### config.mk
export PLATFORM = sky130hd
export DESIGN_NAME = wmmb_bin_calc
export DESIGN_NICKNAME = d
export VERILOG_FILES = /design/src/hw/rtl/wmmb_pkg.sv /design/src/hw/rtl/wmmb_bin_calc.sv
export SDC_FILE = /design/constraint.sdc
export NUM_CORES = 1
export LEC_CHECK = 0
export ABC_AREA = 1
export BUFFER_PORTS_ARGS = -buffer_cell sky130_fd_sc_hd__buf_4
export CAP_MARGIN = 20
export CELL_PAD_IN_SITES_DETAIL_PLACEMENT = 0
export CELL_PAD_IN_SITES_GLOBAL_PLACEMENT = 2
export CORE_UTILIZATION = 30
export DETAILED_ROUTE_END_ITERATION = 8
export PLACE_DENSITY_LB_ADDON = 0.1
export REMOVE_ABC_BUFFERS = 1
export SLEW_MARGIN = 20
export SYNTH_ARGS = -nofsm -noshare
export SYNTH_HDL_FRONTEND = slang
export SYNTH_SLANG_ARGS = --single-unit
### constraint.sdc
create_clock -name aclk -period 7.1 [get_ports aclk]
set_clock_uncertainty 0.1 [all_clocks]
set_input_delay 1.42 -clock aclk [delete_from_list [all_inputs] [get_ports aclk]]
set_output_delay 1.42 -clock aclk [all_outputs]
set_load 0.005 [all_outputs]
### src/hw/rtl/wmmb_pkg.sv
// shared types and constants of the waveform min/max binner
// no dependencies; imported by wmmb_bin_calc and waveform_min_max_binner_core
package wmmb_pkg;

    localparam int SAMPLE_W   = 16;
    localparam int HITS_W     = 32;
    localparam int COUNT_W    = 32;
    localparam int BIN_CNT_W  = 13;
    localparam int BIN_IDX_W  = 12;
    localparam int KIND_W     = 2;
    localparam int CFG_IDX_W  = 1;
    localparam int CFG_DATA_W = 32;
    localparam int S_DATA_W   = 32;
    localparam int M_DATA_W   = 64;
    localparam int MIN_BINS   = 32;

    localparam logic [KIND_W-1:0] KIND_ADD   = 2'd0;
    localparam logic [KIND_W-1:0] KIND_READ  = 2'd1;
    localparam logic [KIND_W-1:0] KIND_CLEAR = 2'd2;

    localparam logic [CFG_IDX_W-1:0] REG_BIN_COUNT      = 1'b0;
    localparam logic [CFG_IDX_W-1:0] REG_EXPECTED_TOTAL = 1'b1;

    localparam logic [BIN_CNT_W-1:0] BIN_COUNT_RESET      = 13'd1024;
    localparam logic [COUNT_W-1:0]   EXPECTED_TOTAL_RESET = 32'd24000;

    // one table entry, packed into a single ram word
    typedef struct packed {
        logic [HITS_W-1:0]          hits;
        logic signed [SAMPLE_W-1:0] max_val;
        logic signed [SAMPLE_W-1:0] min_val;
    } bin_entry_t;

    localparam int ENTRY_W = $bits(bin_entry_t);

    // operands for one bin position lookup
    typedef struct packed {
        logic [COUNT_W-1:0]   seen;
        logic [BIN_CNT_W-1:0] bin_cnt;
        logic [COUNT_W-1:0]   total;
    } bin_req_t;

endpackage

### src/hw/rtl/wmmb_bin_calc.sv
// bin position of a sample: min(bins-1, seen*bins/total), bit-serial
// shift-add multiply then restoring divide; depends on wmmb_pkg
module wmmb_bin_calc (
    input  logic                          aclk,
    input  logic                          aresetn,
    input  logic                          start,
    input  wmmb_pkg::bin_req_t            req,
    output logic                          done,
    output logic [wmmb_pkg::BIN_CNT_W-1:0] bin
);
    import wmmb_pkg::*;

    localparam int PROD_W = COUNT_W + BIN_CNT_W;
    localparam int CNT_W  = $clog2(BIN_CNT_W);

    localparam logic [2:0] C_IDLE = 3'd0;
    localparam logic [2:0] C_MUL  = 3'd1;
    localparam logic [2:0] C_CHK  = 3'd2;
    localparam logic [2:0] C_DIV  = 3'd3;
    localparam logic [2:0] C_FIN  = 3'd4;

    logic [2:0]           state_reg, state_next;
    logic [CNT_W-1:0]     cnt_reg, cnt_next;
    logic [PROD_W-1:0]    prod_reg, prod_next;
    logic [COUNT_W-1:0]   rem_reg, rem_next;
    logic [BIN_CNT_W-1:0] quo_reg, quo_next;
    logic [BIN_CNT_W-1:0] bsr_reg, bsr_next;
    logic [COUNT_W-1:0]   seen_reg, seen_next;
    logic [COUNT_W-1:0]   total_reg, total_next;
    logic [BIN_CNT_W-1:0] bins_reg, bins_next;
    logic [BIN_CNT_W-1:0] bin_reg, bin_next;
    logic                 done_reg, done_next;

    logic [COUNT_W:0]     trial;
    logic                 trial_ge;
    logic [COUNT_W:0]     trial_diff;
    logic [BIN_CNT_W-1:0] last_bin;

    always_comb begin
        trial      = {rem_reg, quo_reg[BIN_CNT_W-1]};
        trial_ge   = trial >= {1'b0, total_reg};
        trial_diff = trial - {1'b0, total_reg};
        last_bin   = bins_reg - BIN_CNT_W'(1);
    end

    always_comb begin
        state_next = state_reg;
        cnt_next   = cnt_reg;
        prod_next  = prod_reg;
        rem_next   = rem_reg;
        quo_next   = quo_reg;
        bsr_next   = bsr_reg;
        seen_next  = seen_reg;
        total_next = total_reg;
        bins_next  = bins_reg;
        bin_next   = bin_reg;
        done_next  = 1'b0;
        unique case (state_reg)
            C_IDLE: begin
                if (start) begin
                    seen_next  = req.seen;
                    total_next = req.total;
                    bins_next  = req.bin_cnt;
                    bsr_next   = req.bin_cnt;
                    prod_next  = '0;
                    cnt_next   = CNT_W'(BIN_CNT_W - 1);
                    state_next = C_MUL;
                end
            end
            C_MUL: begin
                // msb first over the bin count
                prod_next = {prod_reg[PROD_W-2:0], 1'b0}
                          + (bsr_reg[BIN_CNT_W-1] ? {{BIN_CNT_W{1'b0}}, seen_reg} : '0);
                bsr_next  = {bsr_reg[BIN_CNT_W-2:0], 1'b0};
                if (cnt_reg == '0) begin
                    state_next = C_CHK;
                end else begin
                    cnt_next = cnt_reg - CNT_W'(1);
                end
            end
            C_CHK: begin
                // quotient would not fit in the bin width: clamp to last bin
                if (prod_reg[PROD_W-1:BIN_CNT_W] >= total_reg) begin
                    bin_next   = last_bin;
                    done_next  = 1'b1;
                    state_next = C_IDLE;
                end else begin
                    rem_next   = prod_reg[PROD_W-1:BIN_CNT_W];
                    quo_next   = prod_reg[BIN_CNT_W-1:0];
                    cnt_next   = CNT_W'(BIN_CNT_W - 1);
                    state_next = C_DIV;
                end
            end
            C_DIV: begin
                // dividend bits shift out the top, quotient bits in the bottom
                rem_next = trial_ge ? trial_diff[COUNT_W-1:0] : trial[COUNT_W-1:0];
                quo_next = {quo_reg[BIN_CNT_W-2:0], trial_ge};
                if (cnt_reg == '0) begin
                    state_next = C_FIN;
                end else begin
                    cnt_next = cnt_reg - CNT_W'(1);
                end
            end
            C_FIN: begin
                bin_next   = (quo_reg > last_bin) ? last_bin : quo_reg;
                done_next  = 1'b1;
                state_next = C_IDLE;
            end
            default: begin
                state_next = C_IDLE;
            end
        endcase
    end

    always_ff @(posedge aclk) begin
        if (!aresetn) begin
            state_reg <= C_IDLE;
            done_reg  <= 1'b0;
        end else begin
            state_reg <= state_next;
            done_reg  <= done_next;
        end
        cnt_reg   <= cnt_next;
        prod_reg  <= prod_next;
        rem_reg   <= rem_next;
        quo_reg   <= quo_next;
        bsr_reg   <= bsr_next;
        seen_reg  <= seen_next;
        total_reg <= total_next;
        bins_reg  <= bins_next;
        bin_reg   <= bin_next;
    end

    assign done = done_reg;
    assign bin  = bin_reg;

endmodule

; Word-level counts from Yosys, hierarchy flattened
; Cells that the tools add are included.
; Widths: inputs -> output; s select.
[word_totals]
inputBits = 80
output_inout_bits = 14
regBits = 201
[classes]
eq_ne = 10
muxes = 24
n_reduce_logical = 13
add_sub_neg = 4
magnitude_cmp = 3
[ops]
columns = cell, n
row1 = $mux 32, 3
row2 = $pmux 45 s2, 1
row3 = $pmux 13 s2, 3
row4 = $pmux 32 s2, 1
row5 = $mux 13, 4
row6 = $add 45x32->45, 1
row7 = $mux 45, 1
row8 = $ge 33x32->1, 1
row9 = $ge 32x32->1, 1
row10 = $sub 32x32->32, 1
row11 = $gt 13x13->1, 1
row12 = $sub 13x1->13 const B, 1
row13 = $mux 4, 3
row14 = $ne 2x2->1 const B, 6
row15 = $pmux 3 s4, 1
row16 = $pmux 4 s3, 1
row17 = $mux 3, 3
row18 = $reduce_and 2->1, 4
row19 = $eq 3x2->1 const B, 2
row20 = $reduce_bool 2->1, 3
row21 = $logic_not 4->1, 1
row22 = $reduce_and 4->1, 1
row23 = $sub 4x1->4 const B, 1
row24 = $eq 3x1->1 const B, 1
row25 = other kinds (8), 8

; Longest topological paths before layout
; Gate-level depths: netlist (run 1).
[depth]
ltp_word = 4
ltp_mapped = 19

; Worst setup path after synthesis (run 1)
; OpenSTA, ideal clock, no wires.
[synth_timing]
path_kind = input to register
startpoint = in start
endpoint = reg bsr_reg[0] (enable)
arrival_time_ns = 5.551
setup_time_ns = 0.554
required_ns = 6.446
path_stages = 2
slack_ns = 0.895
cell_sequence = inv_1 -> o21ai_0
[synth_via]
elab_chain_cells = 2
[synth_rtl]
columns = item, line
row1 = start: declaration, wmmb_bin_calc.sv:6  ; input logic start,
row2 = $ne 2x2->1 (no source line), --
row3 = $reduce_and 2->1 (no source line), --
row4 = end signal: assignment, wmmb_bin_calc.sv:127  ; bsr_reg <= bsr_next;
row5 = end: declaration, wmmb_bin_calc.sv:27  ; logic [BIN_CNT_W-1:0] bsr_reg, bsr_next;
; No other way between the ends.
; A chain may end at the register's enable or synchronous reset.

; Worst setup path after layout (run 1)
[layout_timing]
startpoint = reg bins_reg[2]
endpoint = reg bin_reg[5] (netlist: bin[5]), data pin
[layout_via]
elab_chain_cells = 4
word_cells_on_any_way = 5
cone_classes = 1 x add/sub / 1 x order compare / 3 x mux
[layout_rtl]
columns = item, line
row1 = start: declaration, wmmb_bin_calc.sv:30  ; logic [BIN_CNT_W-1:0] bins_reg, bins_next;
row2 = start signal: assignment, wmmb_bin_calc.sv:130  ; bins_reg <= bins_next;
row3 = $sub 13x1->13 (*), wmmb_bin_calc.sv:43  ; last_bin = bins_reg - BIN_CNT_W'(1);
row4 = $gt 13x13->1, wmmb_bin_calc.sv:105  ; bin_next = (quo_reg > last_bin) ? last_bin : quo_reg;
row5 = $mux 13, wmmb_bin_calc.sv:105
row6 = $pmux 13 s2 (*), wmmb_bin_calc.sv:58  ; unique case (state_reg)
row7 = via bin_next[5], wmmb_bin_calc.sv:31  ; logic [BIN_CNT_W-1:0] bin_reg, bin_next;
row8 = end signal: assignment, wmmb_bin_calc.sv:131  ; bin_reg <= bin_next;
row9 = end: declaration, wmmb_bin_calc.sv:31
; The timed path passes the listed nets; every way through them passes the cells marked *. The select of a mux whose other input is x is not followed.

==> results of run 1 <==
[cell usage after synthesis (16+ instances only)]
cell and count:
nand2_1 581, inv_1 232, edfxtp_1 197, nor2_1 162, a21oi_1 138, ha_1 110
o21ai_0 94, nand3_1 88, nand3b_1 36, nand4_1 28, nor3_1 23, xnor2_1 17
clkbuf_1 16
[report_power, final]
group	internal [mW]	total, mW	switching (mW)
clock	0.815	1.35	0.533
combinational	0.392	1.19	0.796
sequential	1.50	1.63	0.131
[worst min-delay path by stage]
stage               slack (ps)  cells past startpoint   startpoint          end
finish                     420                      2  bsr_reg[10]  bsr_reg[11]
global route               450                      2   bsr_reg[7]   bsr_reg[8]
CTS                        420                      2  bsr_reg[10]  bsr_reg[11]
detailed placement         400                      2  bsr_reg[10]  bsr_reg[11]
global placement           400                      2  bsr_reg[10]  bsr_reg[11]
floorplan                  390                      2   bsr_reg[9]  bsr_reg[10]
[cell type report]
cell class	count	area, um^2	area share [%]
multi-input combinational	1345	7030	43.1
sequential	201	6000	36.8
inverter	237	890	5.46
timing repair buffer	103	773	4.74
tap	600	751	4.61
clock buffer	31	669	4.11
clock inverter	16	189	1.16
[per-stage QoR]
stage               area [um^2]  hold WS (ps)  setup slack (ps)
global placement          15400           399              3410
finish                    16300           416              3420
floorplan                 13900           394               895
global route              16300           448              3010
CTS                       16300           416              3430
detailed placement        15400           402              3460
[cell families after synthesis]
kind of cell,count (synthesis)
AO/OA/AOI/OAI,268
flip-flops,201
AND/OR/NAND/NOR,940
buffers and inverters,269
adder cells (fa/ha/maj),112
XOR/XNOR,25
[worst reg2reg max path, delay by kind of cell, from the launching register on]
kind | cells | cell delay [ps]
and+or+nand+nor | 12 | 2010
xor gates and xnor gates | 1 | 390
adders and majority gates | 1 | 310
buffers and inverters | 1 | 90
AOI/OAI and AO/OA | 1 | 110
DFF | 1 | 430
[routing by layer]
metal  share of wire (%)  vias to the layer above  track usage, %  wire length, um
met1                  48                     5601            26.1            21900
li1                    -                     6234               -                -
met2                  47                      148            33.3            21700
met3                 2.7                       48            2.19             1230
met4                 2.2                        0            4.90             1010
met5                   0                        -               0                0
==> metrics.txt, run 1 <==
# TYPE chip_impl_metric gauge
chip_impl_info{name="status",value="complete, no violations"} 1
chip_impl_metric{name="clock_tree_sinks",unit=""} 201
chip_impl_metric{name="number_of_synthesized_flops_with_an_enable_pin",unit=""} 197
chip_impl_info{name="r2r_end",value="bin[5]"} 1
chip_impl_metric{name="worstSkewPairLatency",unit="ps"} 550
chip_impl_metric{name="final_nets",unit=""} 2106
chip_impl_metric{name="antenna_left",unit=""} 0
chip_impl_info{name="worst_path_max_delay_cell",value="edfxtp_1"} 1
chip_impl_metric{name="synth.yosys.warnings",unit=""} 0
chip_impl_info{name="worst_setup_path_end_kind",value="register"} 1
chip_impl_metric{name="drt-pass1-iter-count",unit=""} 5
chip_impl_metric{name="final-hold-violation-count",unit=""} 0
chip_impl_metric{name="cts.repair_timing.setup_buffer_count",unit=""} 0
chip_impl_metric{name="synth_cell_types",unit=""} 39
chip_impl_metric{name="routed_wl",unit="um"} 45800
chip_impl_metric{name="number_of_vias_per_cell",unit=""} 4.75
chip_impl_metric{name="grt_start_max_net_pins",unit=""} 59
chip_impl_metric{name="yosys.area_share.simple",unit="%"} 28.1
chip_impl_metric{name="initial_utilization",unit="%"} 30.7
chip_impl_metric{name="n_fill_cell",unit=""} 4895
chip_impl_metric{name="number_of_global_route_vias_before_repair",unit=""} 12324
chip_impl_metric{name="antenna_cells_inserted",unit=""} 0
chip_impl_metric{name="synthCells",unit=""} 1815
chip_impl_metric{name="min_period",unit="ps"} 3680
chip_impl_metric{name="power",unit="mW"} 4.16
chip_impl_metric{name="worstSetupPathDepth",unit=""} 16
chip_impl_metric{name="numPortBuffers",unit=""} 93
chip_impl_info{name="layout.cells.most_common",value="nand2_1"} 1
chip_impl_metric{name="resized_after_cts",unit=""} 0
chip_impl_metric{name="cts.path.max_buffers",unit=""} 3
chip_impl_metric{name="synthArstFlopShare",unit="%"} 0
chip_impl_info{name="final_cell_mix",value="580 x nand2_1, 232 x inv_1, 197 x edfxtp_1"} 1
chip_impl_metric{name="die-area",unit="um^2"} 47700
chip_impl_metric{name="mappedNetlistArea",unit="um^2"} 14000
chip_impl_metric{name="synth_top_area_share",unit="%"} 42.1
chip_impl_metric{name="layout-drive-gt1-share",unit="%"} 8.90
chip_impl_metric{name="crit_path_buffers_inverters",unit=""} 1
chip_impl_metric{name="grt_pass1_wl",unit="um"} 71200
chip_impl_info{name="library_cell_with_the_largest_summed_area_after_synthesis",value="edfxtp_1"} 1
chip_impl_metric{name="remaining_drc_errors",unit=""} 0
chip_impl_metric{name="synthAdderAreaFrac",unit="%"} 10.1
chip_impl_metric{name="ios",unit=""} 94
chip_impl_metric{name="worstPathMaxFanout",unit=""} 23
chip_impl_metric{name="power_per_cell_area",unit="nW/um^2"} 255
chip_impl_metric{name="grt-ovfl-total",unit=""} 0
chip_impl_metric{name="initialDrtViolationCount",unit=""} 647
chip_impl_metric{name="vias",unit=""} 12031
chip_impl_metric{name="hpwlAfterDp",unit="um"} 36200
chip_impl_metric{name="arrival",unit="ps"} 3880
chip_impl_metric{name="drv_cap",unit=""} 0
chip_impl_metric{name="synth.yosys.seq_area_share",unit="%"} 42.7
chip_impl_info{name="cts_tree",value="done"} 1
chip_impl_metric{name="htree_levels",unit=""} 1
chip_impl_metric{name="achievable-frequency",unit="MHz"} 272
chip_impl_metric{name="cts-buffers-inserted",unit=""} 26
chip_impl_metric{name="hold_buffers",unit=""} 0
chip_impl_metric{name="global_route.usage.total",unit="%"} 19.5
chip_impl_metric{name="die_y",unit="um"} 218
chip_impl_info{name="worst_setup_path_startpoint",value="bins_reg[2]"} 1
chip_impl_metric{name="die_width",unit="um"} 218
chip_impl_metric{name="max_ffs_per_register",unit=""} 45
chip_impl_metric{name="place_congestion",unit=""} 0.857
chip_impl_metric{name="worst_case_headroom_to_the_max_slew_limit",unit="%"} 42.4
chip_impl_info{name="dominantRegCellSynth",value="edfxtp_1"} 1
chip_impl_info{name="cell_chosen_for_the_clock_root",value="clkbuf_16"} 1
chip_impl_metric{name="post_drt_wl_per_cell",unit="um"} 18.1
chip_impl_info{name="cpLargestDelayFamily",value="simple AND/OR/NAND/NOR gates"} 1
chip_impl_metric{name="area_growth",unit="%"} 16.1
chip_impl_metric{name="antenna_found_initial",unit=""} 1
chip_impl_info{name="rr_startpoint",value="bins_reg[2]"} 1
chip_impl_info{name="library_cell_appearing_most_often_on_the_critical_path",value="nand2_1"} 1
chip_impl_info{name="worstSetupPathType",value="register to register"} 1
chip_impl_info{name="main_combinational_cell_family_by_area_after_synthesis",value="simple AND/OR/NAND/NOR gates"} 1
chip_impl_info{name="worst_setup_path_start_kind",value="register"} 1
chip_impl_metric{name="cpPeakStageDelay",unit="ps"} 430
chip_impl_metric{name="synthMuxAreaShare",unit="%"} 0
chip_impl_metric{name="post_layout_nonfiller_instances",unit=""} 2533
chip_impl_metric{name="placement_rows",unit=""} 78
chip_impl_metric{name="placed_cells_incl_taps",unit=""} 2486
chip_impl_info{name="crit_chain",value="nor2_1, nand3_1, nor3_1, nand4_1, xor2_1, inv_1, ha_1, nand2_1, nor2_1, nand3_1, nand2_1, nand2_1, nand2_1, o21ai_0, nand2_1, nand2_1"} 1
chip_impl_metric{name="setup_viol",unit=""} 0
chip_impl_info{name="rsz0062_at_grt",value="false"} 1
chip_impl_metric{name="clk_pin_slew",unit="ps"} 60
chip_impl_metric{name="synth_seq_cells",unit=""} 201
chip_impl_metric{name="rrSetupSlack",unit="ps"} 3420
chip_impl_metric{name="crit_required",unit="ps"} 7300
chip_impl_info{name="synth_top_cells_by_area",value="edfxtp_1 42%, nand2_1 16%, ha_1 9.8%"} 1
chip_impl_metric{name="avgSynthCellArea",unit="um^2"} 7.73
chip_impl_metric{name="vdd.ir_drop.worst",unit="mV"} 0.173
chip_impl_metric{name="core-area",unit="um^2"} 45800
chip_impl_metric{name="r2r_cells",unit=""} 16
chip_impl_metric{name="period_share",unit="%"} 51.8
chip_impl_metric{name="worst-slew-pin-transition",unit="ps"} 862
chip_impl_metric{name="setup-tns-final",unit="ps"} 0
chip_impl_metric{name="synth_compound_area_share",unit="%"} 10.1
chip_impl_info{name="setup.worst_path.end",value="bin[5]"} 1
chip_impl_metric{name="drv_slew",unit=""} 0
chip_impl_metric{name="finish.utilization",unit="%"} 35.6
chip_impl_info{name="hold_class",value="register to register"} 1
chip_impl_metric{name="total_leakage_power",unit="nW"} 7.48
chip_impl_metric{name="synth_area_in_xor_xnor",unit="%"} 1.56
No activity file was read; power rests on OpenSTA's default activity.
==> inputs of run 2 (changes only) <==
==> constraint.sdc (replaced) <==
create_clock -name aclk -period 2.94 [get_ports aclk]
set_clock_uncertainty 0.1 [all_clocks]
set_input_delay 0.588 -clock aclk [delete_from_list [all_inputs] [get_ports aclk]]
set_output_delay 0.588 -clock aclk [all_outputs]
set_load 0.005 [all_outputs]
==> metrics.txt, run 2 (synthesis gave the netlist of run 1 again) <==
# TYPE chip_impl_metric gauge
chip_impl_info{name="status",value="complete, no violations"} 1
chip_impl_metric{name="initial_utilization",unit="%"} 30.7
chip_impl_metric{name="drv_cap",unit=""} 0
chip_impl_metric{name="layout-drive-gt1-share",unit="%"} 15.9
chip_impl_metric{name="post_layout_nonfiller_instances",unit=""} 2606
chip_impl_metric{name="grt_pass1_wl",unit="um"} 71300
chip_impl_info{name="crit_chain",value="buf_4, nor2_1, nand2_4, inv_4, nand2_4, xor2_4, ha_4, buf_4, nand2_1, nor3_2, nand3_2, nand2_2, nand2_4, clkbuf_16, nand2_2, o21ai_1, nand2_1, nand2_1"} 1
chip_impl_metric{name="hpwlAfterDp",unit="um"} 37000
chip_impl_info{name="worstSetupPathType",value="register to register"} 1
chip_impl_metric{name="antenna_left",unit=""} 0
chip_impl_metric{name="achievable-frequency",unit="MHz"} 345
chip_impl_metric{name="place_congestion",unit=""} 0.841
chip_impl_metric{name="remaining_drc_errors",unit=""} 0
chip_impl_metric{name="htree_levels",unit=""} 1
chip_impl_metric{name="core-area",unit="um^2"} 45800
chip_impl_metric{name="drt-pass1-iter-count",unit=""} 5
chip_impl_metric{name="final_nets",unit=""} 2178
chip_impl_info{name="cell_chosen_for_the_clock_root",value="clkbuf_16"} 1
chip_impl_metric{name="n_fill_cell",unit=""} 4797
chip_impl_metric{name="placement_rows",unit=""} 78
chip_impl_info{name="final_cell_mix",value="558 x nand2_1, 228 x inv_1, 197 x edfxtp_1"} 1
chip_impl_metric{name="crit_required",unit="ps"} 3160
chip_impl_metric{name="clk_pin_slew",unit="ps"} 70
chip_impl_info{name="cts_tree",value="done"} 1
chip_impl_metric{name="die-area",unit="um^2"} 47700
chip_impl_metric{name="routed_wl",unit="um"} 46300
chip_impl_info{name="rsz0062_at_grt",value="true"} 1
chip_impl_metric{name="worstSkewPairLatency",unit="ps"} 570
chip_impl_metric{name="total_leakage_power",unit="nW"} 7.96
chip_impl_metric{name="final-hold-violation-count",unit=""} 0
chip_impl_metric{name="ios",unit=""} 94
chip_impl_info{name="worst_path_max_delay_cell",value="edfxtp_1"} 1
chip_impl_metric{name="power",unit="mW"} 10.3
chip_impl_metric{name="numPortBuffers",unit=""} 93
chip_impl_metric{name="vias",unit=""} 12381
chip_impl_metric{name="cpPeakStageDelay",unit="ps"} 400
chip_impl_metric{name="drv_slew",unit=""} 0
chip_impl_metric{name="area_growth",unit="%"} 23.3
chip_impl_metric{name="period_share",unit="%"} 98.7
chip_impl_metric{name="post_drt_wl_per_cell",unit="um"} 17.8
chip_impl_metric{name="layout.cell_area.non_filler",unit="um^2"} 17300
chip_impl_metric{name="placed_cells_incl_taps",unit=""} 2544
chip_impl_metric{name="grt_start_max_net_pins",unit=""} 49
chip_impl_info{name="hold_class",value="input port to register"} 1
chip_impl_metric{name="number_of_global_route_vias_before_repair",unit=""} 12323
chip_impl_info{name="worst_setup_path_start_kind",value="register"} 1
chip_impl_info{name="layout.cells.most_common",value="nand2_1"} 1
chip_impl_metric{name="antenna_found_initial",unit=""} 1
chip_impl_metric{name="vdd.ir_drop.worst",unit="mV"} 0.444
chip_impl_metric{name="arrival",unit="ps"} 3120
chip_impl_metric{name="power_per_cell_area",unit="nW/um^2"} 594
chip_impl_metric{name="setup_viol",unit=""} 0
chip_impl_metric{name="number_of_vias_per_cell",unit=""} 4.75
chip_impl_metric{name="cts-buffers-inserted",unit=""} 26
chip_impl_metric{name="postPlaceCellArea",unit="um^2"} 15900
chip_impl_metric{name="die_y",unit="um"} 218
chip_impl_metric{name="antenna_cells_inserted",unit=""} 0
chip_impl_metric{name="min_period",unit="ps"} 2900
chip_impl_metric{name="clock_tree_sinks",unit=""} 201
chip_impl_metric{name="worst_case_headroom_to_the_max_slew_limit",unit="%"} 37.4
chip_impl_metric{name="max_ffs_per_register",unit=""} 45
chip_impl_metric{name="worstPathMaxFanout",unit=""} 6
chip_impl_metric{name="worst-slew-pin-transition",unit="ps"} 936
chip_impl_metric{name="die_width",unit="um"} 218
chip_impl_metric{name="grt-ovfl-total",unit=""} 0
chip_impl_info{name="worst_setup_path_end_kind",value="register"} 1
chip_impl_metric{name="initialDrtViolationCount",unit=""} 622
chip_impl_metric{name="global_route.usage.total",unit="%"} 19.7
chip_impl_metric{name="cts.path.max_buffers",unit=""} 3
run 2: cell types whose count changed in the layout (fill, tap and decap cells not counted), moves of 5 or more:
| cell | before | now |
|---|---|---|
| buf_4 | 103 | 167 |
| ha_1 | 110 | 104 |
| o21ai_1 | 5 | 22 |
| xor2_1 | 8 | 2 |
| nand2_1 | 580 | 558 |
| a21oi_2 | 2 | 12 |
| nand2_2 | 9 | 24 |
| buf_12 | 0 | 5 |
| nor2_1 | 159 | 152 |
| nand2_4 | 1 | 8 |
| ha_4 | 0 | 6 |
| a21oi_1 | 138 | 127 |
| o21ai_0 | 93 | 73 |
run 2: worst max-delay path: cells and delay by family, from the launching register on:
kind | cells | cell delay, ps
XOR/XNOR | 1 | 160
buffers and inverters | 4 | 540
AO/OA/AOI/OAI | 1 | 60
flip-flops | 1 | 400
AND/OR/NAND/NOR | 11 | 1140
adder cells (fa/ha/maj) | 1 | 280
run 2: report_power, final:
part	leakage, nW	internal [mW]	switching [mW]
Clock	0.420	1.81	1.36
Combinational	5.61	1.18	2.07
Sequential	1.92	3.61	0.250
Total	7.96	6.60	3.68
run 2: metrics by stage:
stage          utilization (%)  setup TNS [ps]  hold WS [ps]  setup WS, ps
6_report                  37.8               0          90.8          38.5
5_1_grt                   37.8           -1780          68.1          -165
4_1_cts                   37.0               0          55.6          1.57
3_5_place_dp              34.8            -491           409         -59.6
3_3_place_gp              34.8            -215           402         -31.3
2_1_floorplan                -         -362720           394         -2440
run 2: cell type report:
type                    count  area (um^2)  share of cell area (%)
clock inverters            20          181                    1.05
repair buffers            175         1420                    8.19
inverters                 237          892                    5.15
clock buffers              28          658                    3.80
multi-input cells        1345         7410                    42.8
well taps                 600          751                    4.34
flip-flops and latches    201         6000                    34.6
run 2: layer usage:
layer / vias to the layer above / track usage [%] / wire [um]
li1: 6375 / - / -
met4: 0 / 5.45 / 1240
met1: 5756 / 25.7 / 21100
met5: - / 0 / 0
met3: 52 / 2.03 / 1580
met2: 198 / 34.2 / 22300
run 2: final timing paths:
| path | to | cells after the start | start | slack, ps |
|---|---|---|---|---|
| max | bin[7] | 18 | bins_reg[2] | 40 |
| max reg2reg | bin[7] | 18 | bins_reg[2] | 40 |
| min | total_reg[30] | 1 | req[30] | 90 |
| min reg2reg | bsr_reg[11] | 2 | bsr_reg[10] | 420 |
run 2: repair_timing:
item                                    4_1_cts  5_1_grt
pin swaps                                     6       28
hold buffers                                  0        0
resized for setup                            22       85
endpoints found under the setup margin       13       32
cloned                                        1        1
buffers inserted                              5        8
